File: config.mk
export PLATFORM = sky130hd
export DESIGN_NAME = pgtr_out_buf
export DESIGN_NICKNAME = d
export VERILOG_FILES = /design/src/design/proportional_glyph_text_renderer_top_defines.svh /design/src/design/pgtr_pkg.sv /design/src/design/pgtr_out_buf.sv
export SDC_FILE = /design/constraint.sdc
export NUM_CORES = 1
export LEC_CHECK = 0
export BUFFER_PORTS_ARGS = -buffer_cell sky130_fd_sc_hd__buf_4
export CAP_MARGIN = 20
export CORE_MARGIN = 2
export CORE_UTILIZATION = 40
export DETAILED_ROUTE_END_ITERATION = 7
export MAX_ROUTING_LAYER = met4
export PLACE_DENSITY_LB_ADDON = 0.12
export RECOVER_POWER = 50
export SLEW_MARGIN = 0
export SYNTH_ARGS = -nofsm -noshare
export SYNTH_HDL_FRONTEND = slang
export SYNTH_SLANG_ARGS = --single-unit
File: constraint.sdc
create_clock -name clk -period 1.8 [get_ports clk]
set_input_delay 0.09 -clock clk [delete_from_list [all_inputs] [get_ports clk]]
set_output_delay 0.09 -clock clk [all_outputs]
set_load 0.05 [all_outputs]
File: src/design/proportional_glyph_text_renderer_top_defines.svh
// Assertion macros for the proportional glyph text renderer.
`ifndef PROPORTIONAL_GLYPH_TEXT_RENDERER_TOP_DEFINES_SVH
`define PROPORTIONAL_GLYPH_TEXT_RENDERER_TOP_DEFINES_SVH

// same-cycle implication
`define PGTR_ASSERT_SAME(label, cond, expr, msg) \
    label: assert property (@(posedge clk) disable iff (!rst_n) (cond) |-> (expr)) \
        else $error(msg);

// next-cycle implication
`define PGTR_ASSERT_NEXT(label, cond, expr, msg) \
    label: assert property (@(posedge clk) disable iff (!rst_n) (cond) |=> (expr)) \
        else $error(msg);

`endif

File: src/design/pgtr_pkg.sv
// Shared types and constants of the proportional glyph text renderer.
package pgtr_pkg;

    localparam int GLYPH_SIZE     = 12;
    localparam int COORD_BITS     = 12;
    localparam int NUM_GLYPHS_DEF = 256;
    localparam int CODE_BITS      = 8;
    localparam int COLIDX_BITS    = 4;
    localparam int MASK_BITS      = GLYPH_SIZE;
    localparam int SW_BITS        = 12;
    localparam int SP_BITS        = 4;
    localparam int CFG_DATA_BITS  = 12;
    localparam int CFG_INDEX_BITS = 1;
    localparam int CW             = $clog2(GLYPH_SIZE);
    localparam int LW             = $clog2(GLYPH_SIZE + 1);

    localparam logic [1:0] OP_LOAD    = 2'd0;
    localparam logic [1:0] OP_SET_POS = 2'd1;
    localparam logic [1:0] OP_DRAW    = 2'd2;

    localparam logic [CFG_INDEX_BITS-1:0] CFG_SCREEN_WIDTH = 1'd0;
    localparam logic [CFG_INDEX_BITS-1:0] CFG_CHAR_SPACING = 1'd1;

    localparam logic [CODE_BITS-1:0] CODE_NEWLINE = 8'd10;
    localparam logic [CODE_BITS-1:0] CODE_SPACE   = 8'd32;

    localparam int SPACE_ADVANCE    = 4;
    localparam int ABSENT_ADVANCE   = GLYPH_SIZE + 1;
    localparam int SCREEN_WIDTH_RST = 640;

    typedef struct packed {
        logic [1:0]             operation;
        logic [CODE_BITS-1:0]   char_code;
        logic [COLIDX_BITS-1:0] column_index;
        logic [MASK_BITS-1:0]   column_mask;
        logic [COORD_BITS-1:0]  start_x;
        logic [COORD_BITS-1:0]  start_y;
    } cmd_t;

    typedef struct packed {
        logic [COORD_BITS-1:0] pixel_x;
        logic [COORD_BITS-1:0] pixel_y;
        logic [MASK_BITS-1:0]  row_mask;
        logic                  last_column;
    } pix_t;

    typedef enum logic [2:0] {
        ST_IDLE,
        ST_SCAN,
        ST_SCAN_END,
        ST_BOUNDS,
        ST_EMIT
    } state_t;

endpackage

File: src/design/pgtr_out_buf.sv
// Two-entry output buffer (output register plus skid) for column items.
module pgtr_out_buf (
    input  logic             clk,
    input  logic             rst_n,
    input  logic             push,
    input  pgtr_pkg::pix_t   push_data,
    output logic             valid,
    input  logic             stall,
    output pgtr_pkg::pix_t   data,
    output logic             room
);

    logic           out_vld_reg, out_vld_next;
    logic           skid_vld_reg, skid_vld_next;
    pgtr_pkg::pix_t out_data_reg, out_data_next;
    pgtr_pkg::pix_t skid_data_reg, skid_data_next;
    logic           pop;
    logic [1:0]     occ;

    assign pop   = out_vld_reg && !stall;
    assign valid = out_vld_reg;
    assign data  = out_data_reg;

    // slots held in the next cycle; a read issued now lands then
    assign occ  = 2'(out_vld_reg) + 2'(skid_vld_reg) + 2'(push) - 2'(pop);
    assign room = (occ < 2'd2);

    always_comb
    begin
        out_vld_next   = out_vld_reg;
        out_data_next  = out_data_reg;
        skid_vld_next  = skid_vld_reg;
        skid_data_next = skid_data_reg;
        if (!out_vld_reg || pop)
        begin
            if (skid_vld_reg)
            begin
                out_vld_next   = 1'b1;
                out_data_next  = skid_data_reg;
                skid_vld_next  = push;
                skid_data_next = push_data;
            end
            else
            begin
                out_vld_next  = push;
                out_data_next = push_data;
            end
        end
        else if (push)
        begin
            skid_vld_next  = 1'b1;
            skid_data_next = push_data;
        end
    end

    always_ff @(posedge clk or negedge rst_n)
    begin
        if (!rst_n)
        begin
            out_vld_reg  <= 1'b0;
            skid_vld_reg <= 1'b0;
        end
        else
        begin
            out_vld_reg  <= out_vld_next;
            skid_vld_reg <= skid_vld_next;
        end
    end

    always_ff @(posedge clk)
    begin
        out_data_reg  <= out_data_next;
        skid_data_reg <= skid_data_next;
    end

endmodule

### After elaboration in Yosys (flattened, before gate mapping)

Index checks and enable logic that the tools add are counted.

| storage, ports and cells | value |
|---|---|
| memories | 0 |
| flip-flop bits (word level) | 76 |
| bits in writable memories | 0 |
| word-level logic and storage cells | 29 |
| bits in latches | 0 |
| memory bits (read-only) | 0 |

| operators by class | value |
|---|---|
| $add $sub $neg | 3 |
| eq/ne operators | 1 |
| multiply operators | 0 |
| reduce and logical (&&, ||, !) cells | 6 |
| shift-type cells | 0 |
| div/mod/pow operators | 0 |
| order comparisons | 1 |
| bitwise gates (word level) | 0 |
| multiplexer cells | 8 |

Operators with widths:

| operator | count |
|---|---|
| $mux 37 | 4 |
| $mux 1 | 4 |
| $add 1x1->2 | 1 |
| $add 2x1->2 | 1 |
| $logic_not 1->1 | 2 |
| $lt 2x2->1 const B | 1 |
| $ne 2x2->1 const B | 1 |
| $reduce_and 2->1 | 1 |
| $reduce_bool 2->1 | 1 |
| $sub 2x1->2 | 1 |
| $logic_and 1x1->1 | 1 |
| $logic_or 1x1->1 | 1 |

### Depth between registers and ports, before layout

Gate-level depths: netlist (run 1).

| depth | value |
|---|---|
| word-level depth | 5 |
| mapped depth | 4 |
| mapped depth without buffers | 3 |

### Worst setup path before layout (run 1)

No wires, ideal clock.

| timing path | value |
|---|---|
| kind | register -> register |
| from | reg out_vld_reg, in the netlist valid |
| to | reg skid_data_reg[0] (netlist name) (enable) |
| data arrival time | 1815 ps |
| period minus slack after synthesis | 2209 ps |
| slack | -409 ps |
| stages on the path, launching flop included | 4 |
| setup time | 394 ps |
| cell sequence | dfrtp_1 and2_1 clkbuf_2 mux2_1 |

| between the ends | value |
|---|---|
| longest elaborated chain between the ends | 4 |
| elaborated cells between the ends (all ways) | 6 |

Ends and longest elaborated chain:

| what | line | text |
|---|---|---|
| start: declaration | pgtr_out_buf.sv:13 | `logic out_vld_reg, out_vld_next;` |
| start signal: assignment | pgtr_out_buf.sv:65 | `out_vld_reg <= out_vld_next;` |
| $logic_not 1->1 / $logic_and 1x1->1 (equally long branches) | pgtr_out_buf.sv:34, pgtr_out_buf.sv:20 |  |
| $logic_or 1x1->1 * | pgtr_out_buf.sv:34 | `if (!out_vld_reg \|\| pop)` |
| $ne 2x2->1 (no line) / $reduce_bool 2->1 (equally long branches) | -- |  |
| $reduce_and 2->1 (no line) * | -- |  |
| end signal: assignment | pgtr_out_buf.sv:73 | `skid_data_reg <= skid_data_next;` |
| end: declaration | pgtr_out_buf.sv:16 | `pgtr_pkg::pix_t skid_data_reg, skid_data_next;` |

Every way passes the cells marked *; elsewhere a longest branch is shown, timed or not.
A chain may end at the register's enable or synchronous reset.

### Worst setup path in the final report (run 1)

| timing path | value |
|---|---|
| from | reg out_vld_reg, in the netlist valid |
| to | out room |

| between the ends | value |
|---|---|
| longest elaborated chain between the ends | 4 |
| elaborated cells between the ends (all ways) | 5 |

Ends and longest elaborated chain:

| what | line | text |
|---|---|---|
| $add 1x1->2 | pgtr_out_buf.sv:25 | `assign occ = 2'(out_vld_reg) + 2'(skid_vld_reg) + 2'(push) - 2'(pop);` |
| $add 2x1->2 | pgtr_out_buf.sv:25 |  |
| $sub 2x1->2 * | pgtr_out_buf.sv:25 |  |
| $lt 2x2->1 * | pgtr_out_buf.sv:26 | `assign room = (occ < 2'd2);` |
| end: declaration | pgtr_out_buf.sv:10 | `output logic room` |

Marks and branches as above.

==> Flow_metrics.wiki, run 1 <==
{| class="wikitable"
! Metric !! Value
|-
| Leftover overflow at the end of global routing || 0
|-
| Cell-by-cell trace of the critical path || and2_1, ha_1, a21oi_2, buf_4
|-
| Class of the tightest hold or removal check || in -> async
|-
| Post-detailed-route count of antenna-violating nets || 0
|-
| Cell at the root of the clock tree || clkbuf_8
|-
| Kind of end point of the critical path || primary output
|-
| Synth Area in Compound Gates || less than 1%
|-
| Clock sink count || 76
|-
| Length of the first detailed-routing pass in iterations || 4
|-
| Net total in the final layout || ~290
|-
| Clock share of power || around a quarter
|-
| Highest ir drop seen on vdd || about 0.55 mV
|-
| First DRT Iteration DRCs || between 100 and 150
|-
| N_diodes || 0
|-
| Synth Net Count || between 150 and 200
|-
| Fraction of final layout cells sized beyond drive strength 1 || 35.8%
|-
| Number of standard cells after synthesis || around 130
|-
| Clock skew || 7.38 ps
|-
| Vias in the first global route || ~1700
|-
| Slew @ Worst Pin || just over 600 ps
|-
| Layout Utilization || between 50% and 60%
|-
| XOR/XNOR Fraction of Synth Area || 0%
|-
| Number of antenna violations at the first check in global routing || 0
|-
| First-pass GRT wire length || 7.91 mm
|-
| Total internal power || 0.00297 W
|-
| H-Tree Depth || 3
|-
| Vias per Instance || roughly 4.6
|-
| Slowest cell on the critical path || dfrtp_2
|-
| Starting density of the core || about two fifths
|-
| Half-perimeter wire length after placement || ~3.2 mm
|-
| Via total after detailed routing || approximately 1600
|-
| Post-synthesis mux area share || between 15 and 20%
|-
| Worst slack on hold paths || 84.8 ps
|-
| Power density over the cells || 1090 nW/um^2
|-
| Later-pin clock latency in the skew report || 340 ps
|-
| Flops & latches, synth || between 70 and 80
|-
| Reg power frac || a little over half
|-
| Cts bufs inserted || 9
|-
| Post-Route WL || around 5.1 mm
|-
| Share of synthesized cell area in full adder, half adder and majority cells || less than 1%
|-
| Maximum single-stage delay on the critical path || ~400 ps
|-
| Pin count of the biggest net entering global routing || 38
|-
| Maximum operating frequency || slightly below 600 MHz
|-
| Core Area || about 6800 um^2
|-
| Chip height || roughly 87 um
|-
| Synth cell types || 12
|-
| Arrival time at the worst endpoint || about 1600 ps
|-
| Number of warning messages in the yosys log || 0
|-
| TritonCTS clock tree || built
|-
| Outcome || finished, final reports clean
|-
| Average instance area after synthesis || between 20 and 25 um^2
|-
| Max Buffers Root-to-Sink || 2
|-
| Portion of the clock cycle consumed by the worst path in the final layout || 93.6%
|-
| Final Hold Fails || 0
|-
| Combinational cell fraction of total power || a little over a fifth
|-
| Area of the die || ~7600 um^2
|-
| Net switching power of the design || between 0.001 and 0.0015 W
|-
| Final period demand of the worst path || 1690 ps
|-
| Std-Cell Rows || 30
|-
| Max-slew violation count || 0
|-
| Die width || ~87 um
|-
| Gp weighted congestion || roughly 0.7
|-
| DRC viols || 0
|-
| Clock-pin slew on the worst setup and hold paths || about 70 ps
|-
| Synth-to-Final Area Change || 38.6%
|-
| Number of buffers added for setup after CTS || 0
|-
| I/O pin total || 80
|-
| Aggregate negative setup slack || 0 ps
|-
| Leakage Power || 1.38 nW
|-
| Worst-case headroom to the max-slew limit || just under 60%
|-
| Number of fillers in the final layout || between 500 and 600
|-
| Final setup violation count || 0
|-
| Drt wl/cell || 15.1 um
|-
| Startpoint type of the worst setup path || flop
|-
| Switching part of the total power || 29.1%
|-
| Port Buffer Count || 79
|-
| Gr usage total || between 10% and 20%
|-
| Main combinational cell family by area after synthesis || multiplexers
|-
| CP required || 1710 ps
|-
| Seq/Total Area, Yosys || about four fifths
|-
| Setup repair after global routing missed its margin || false
|-
| Number of maximum-capacitance constraint violations || 0
|-
| Simple-gate portion of the synthesized area || less than 1%
|-
| Worst setup path class || reg -> out
|-
| Power after layout || 0.00418 W
|-
| Maximum fanout count along the critical path || 5
|-
| Netlist Area Pre-Place || about 2800 um^2
|}
## per-stage QoR
step,instance area [um^2],instances,setup slack (ps)
after floorplan,2790,125,59.2
after global placement,3490,282,283
after detailed placement,3490,282,228
after CTS,4030,337,80.9
after global routing,3850,337,15.6
final,3850,337,115
## cell type report
class	count	area, um^2	area share, %
Multi-Input combinational cell	43	477	12.4
Tap cell	80	100	2.60
Clock inverter	3	13.8	0.357
Timing Repair Buffer	121	841	21.8
Sequential cell	76	2270	59.0
Clock buffer	13	139	3.61
Inverter	1	7.51	0.195
## cells in the mapped netlist
library cell,number,area share [%]
mux2_2,37,15
maj3_2,1,0.41
mux2_1,1,0.41
a21oi_1,1,0.18
clkbuf_2,1,0.18
inv_1,1,0.13
and2_1,1,0.23
dfrtp_1,2,1.8
buf_4,4,1.1
or3_1,1,0.23
ha_1,1,0.45
edfxtp_1,74,80
## power groups by stage
stage | clock network [W] | registers [W] | logic, W
after detailed placement | 0 | 0.00229 | 0.000928
final | 0.00105 | 0.00225 | 0.000880
after CTS | 0.00108 | 0.00225 | 0.000996
after global placement | 0 | 0.00228 | 0.000907
after floorplan | 0 | 0.00265 | 0.000256
after global routing | 0.00116 | 0.00227 | 0.000929
## cells in the final DEF (no fill, tap or decap), drive strengths merged
cell type / instances
a21oi: 1
and2: 1
buf: 5
clkbuf: 90
clkinv: 3
clkinvlp: 1
dfrtp: 2
dlygate4sd3: 39
edfxtp: 74
ha: 1
maj3: 1
mux2: 38
or3: 1
## final timing paths
kind                            depth (start not counted)  slack (ps)                to               from
worst max-delay path                                    4         110              room              valid
worst min-delay path                                    2          80      skid_vld_reg              rst_n
worst max register to register                          2         240  skid_data_reg[2]              valid
worst min register to register                          1         550          data[31]  skid_data_reg[31]
max in group asynchronous                               2        1560             valid              rst_n
min in group clk                                        3         290             valid              stall
## cell families after synthesis
| group | Yosys count |
|---|---|
| adders and majority gates | 2 |
| and+or+nand+nor | 2 |
| muxes | 38 |
| AOI/OAI and AO/OA | 1 |
| buffers and inverters | 6 |
| DFF | 76 |
## routing by layer
| layer | vias up | share of wire (%) | global-route usage, % |
|---|---|---|---|
| met5 | - | 0 | - |
| li1 | 753 | - | - |
| met3 | 9 | 5.8 | 4.36 |
| met2 | 51 | 50 | 23.6 |
| met1 | 753 | 42 | 16.7 |
| met4 | 0 | 1.7 | 7.55 |
## repair_timing
action	4_1_cts	5_1_grt
endpoints found under the hold margin	40	0
gates resized for setup	0	0
hold buffers	39	0
## worst max-delay path: cells and delay by family, from the launching register on
family	cells	cell delay [ps]
buffers and inverters	1	210
adders and majority gates	1	310
and+or+nand+nor	1	210
DFF	1	400
AOI/OAI and AO/OA	1	130
Note: power is estimated with default switching activity, not from simulation.
==> run 2, diff against run 1 <==
CORE_ASPECT_RATIO = 1.4   (was unset)
==> run 2 against run 1 <==
Core utilization grew 0.64 points. Register-to-register slack barely moved. Clock power rose by 42%. Final cell count increased by 4.7%. Hold slack got worse by 5.7 ps. Non-clock buffer count up 1. Combinational power is essentially flat. Via count up 1.8%. Maximum frequency is essentially flat. Largest cell class unchanged. Largest power group unchanged. Highest routed layer unchanged.
==> Flow_metrics.wiki, run 2 (synthesis gave the netlist of run 1 again) <==
{| class="wikitable"
! Metric !! Value
|-
| Chip height || between 100 and 150 um
|-
| Gr usage total || between 10% and 20%
|-
| Setup repair after global routing missed its margin || false
|-
| Commonest cells after routing, fill and taps aside || edfxtp_1 (74), clkbuf_1 (46), dlygate4sd3_1 (39), mux2_2 (37), clkbuf_4 (31)
|-
| Worst reg2reg path depth || 2
|-
| CP required || ~1700 ps
|-
| Pin count of the biggest net entering global routing || 38
|-
| Final Instance Count excl. Fillers || 353
|-
| Post-Place Cells || approximately 300
|-
| Endpoint of the worst register-to-register path || skid_data_reg[2]
|-
| Max Buffers Root-to-Sink || 2
|-
| Buffering stage count on the worst path with inverters included || 1
|-
| Worst slack on hold paths || 79.1 ps
|-
| Core Area || 6850 um^2
|-
| Number of antenna violations at the first check in global routing || 0
|-
| Synth-to-Final Area Change || 42.0%
|-
| Aggregate negative setup slack || 0 ps
|-
| First DRT Iteration DRCs || slightly below 80
|-
| DRC viols || 0
|-
| Final period demand of the worst path || 1680 ps
|-
| Cell at the root of the clock tree || clkbuf_8
|-
| Area of the die || approximately 7600 um^2
|-
| Worst setup path class || reg -> out
|-
| Leftover overflow at the end of global routing || 0
|-
| Slowest cell on the critical path || dfrtp_2
|-
| Startpoint of the most critical setup path || valid
|-
| R2R setup slack || ~250 ps
|-
| Later-pin clock latency in the skew report || 340 ps
|-
| Vias in the first global route || 1699
|-
| Length of the first detailed-routing pass in iterations || 4
|-
| Maximum operating frequency || approximately 590 MHz
|-
| Maximum single-stage delay on the critical path || ~400 ps
|-
| Maximum fanout count along the critical path || 5
|-
| Portion of the clock cycle consumed by the worst path in the final layout || between 90% and 100%
|-
| Final setup violation count || 0
|-
| Die width || approximately 74 um
|-
| Worst reg2reg path startpoint || valid
|-
| Power density over the cells || 1170 nW/um^2
|-
| Final Hold Fails || 0
|-
| Std-Cell Rows || 36
|-
| Clock-pin slew on the worst setup and hold paths || 70 ps
|-
| N_diodes || 0
|-
| Cts bufs inserted || 9
|-
| Startpoint type of the worst setup path || flop
|-
| Starting density of the core || roughly 41%
|-
| Post-Route WL || between 5 and 6 mm
|-
| Port Buffer Count || 79
|-
| Number of buffers added for setup after CTS || 0
|-
| Leakage Power || 1.42 nW
|-
| Class of the tightest hold or removal check || in -> async
|-
| I/O pin total || 80
|-
| End point of the critical path || room
|-
| Clock sink count || 76
|-
| Most common cell after layout, fill and taps aside || edfxtp_1
|-
| Via total after detailed routing || about 1600
|-
| Vias per Instance || 4.52
|-
| Max-slew violation count || 0
|-
| Clock skew || 7.60 ps
|-
| Cell-by-cell trace of the critical path || and2_2, ha_1, a21oi_2, buf_4
|-
| Number of maximum-capacitance constraint violations || 0
|-
| Kind of end point of the critical path || primary output
|-
| Family with the most delay on the worst path || flip-flops
|-
| Power after layout || 0.00462 W
|-
| Post-detailed-route count of antenna-violating nets || 0
|-
| Worst-case headroom to the max-slew limit || a little under three fifths
|-
| H-Tree Depth || 3
|-
| Half-perimeter wire length after placement || around 3.5 mm
|-
| Drt wl/cell || 14.8 um
|-
| Slew @ Worst Pin || ~640 ps
|-
| Fraction of final layout cells sized beyond drive strength 1 || between 30% and 40%
|-
| TritonCTS clock tree || built
|-
| Outcome || finished, final reports clean
|-
| Net total in the final layout || between 200 and 300
|-
| Highest ir drop seen on vdd || 0.731 mV
|-
| Total number of cells along the worst setup path || 4
|-
| Gp weighted congestion || 0.709
|-
| Arrival time at the worst endpoint || approximately 1600 ps
|-
| First-pass GRT wire length || 8.16 mm
|}
run 2: layout make-up:
type / count / area, um^2
Fill cell: 590 / 2900
Sequential cell: 76 / 2270
Timing Repair Buffer: 122 / 842
Multi-Input combinational cell: 43 / 478
Clock buffer: 10 / 128
Tap cell: 95 / 119
Clock inverter: 6 / 103
Inverter: 1 / 5.00
run 2: repair_timing:
| item | in CTS | in global routing |
|---|---|---|
| endpoints found under the setup margin | 0 | 1 |
| hold endpoints to repair | 40 | 0 |
| hold buffers | 39 | 0 |
| gates resized for setup | 0 | 1 |
run 2: metal layers:
metal / part of all wire, % / track usage, % / up-vias
li1: - / - / 753
met2: 50 / 23.3 / 55
met5: 0 / - / -
met4: 2.0 / 8.24 / 0
met1: 43 / 18.6 / 778
met3: 4.5 / 3.03 / 8
run 2: worst min path at each step:
stage | from | to | slack [ps] | depth (start not counted)
CTS | rst_n | skid_vld_reg | 60 | 2
global route | rst_n | valid | 80 | 2
finish | rst_n | skid_vld_reg | 80 | 2
global placement | rst_n | valid | -120 | 1
floorplan | rst_n | skid_vld_reg | -210 | 0
detailed placement | rst_n | valid | -120 | 1
run 2: report_power, final:
part	total, W	switching (W)	internal (W)
Sequential	0.00225	0.0000551	0.00219
Clock	0.00149	0.000580	0.000910
Combinational	0.000883	0.000604	0.000278
Total	0.00462	0.00124	0.00338
run 2: stage by stage:
stage / setup slack [ps] / instance area [um^2] / util, %
floorplan: 59.2 / 2790 / -
CTS: 71.9 / 4120 / 60.2
global route: 36.9 / 3950 / 57.7
finish: 115 / 3950 / 57.7
global placement: 276 / 3500 / 51.1
detailed placement: 217 / 3500 / 51.1
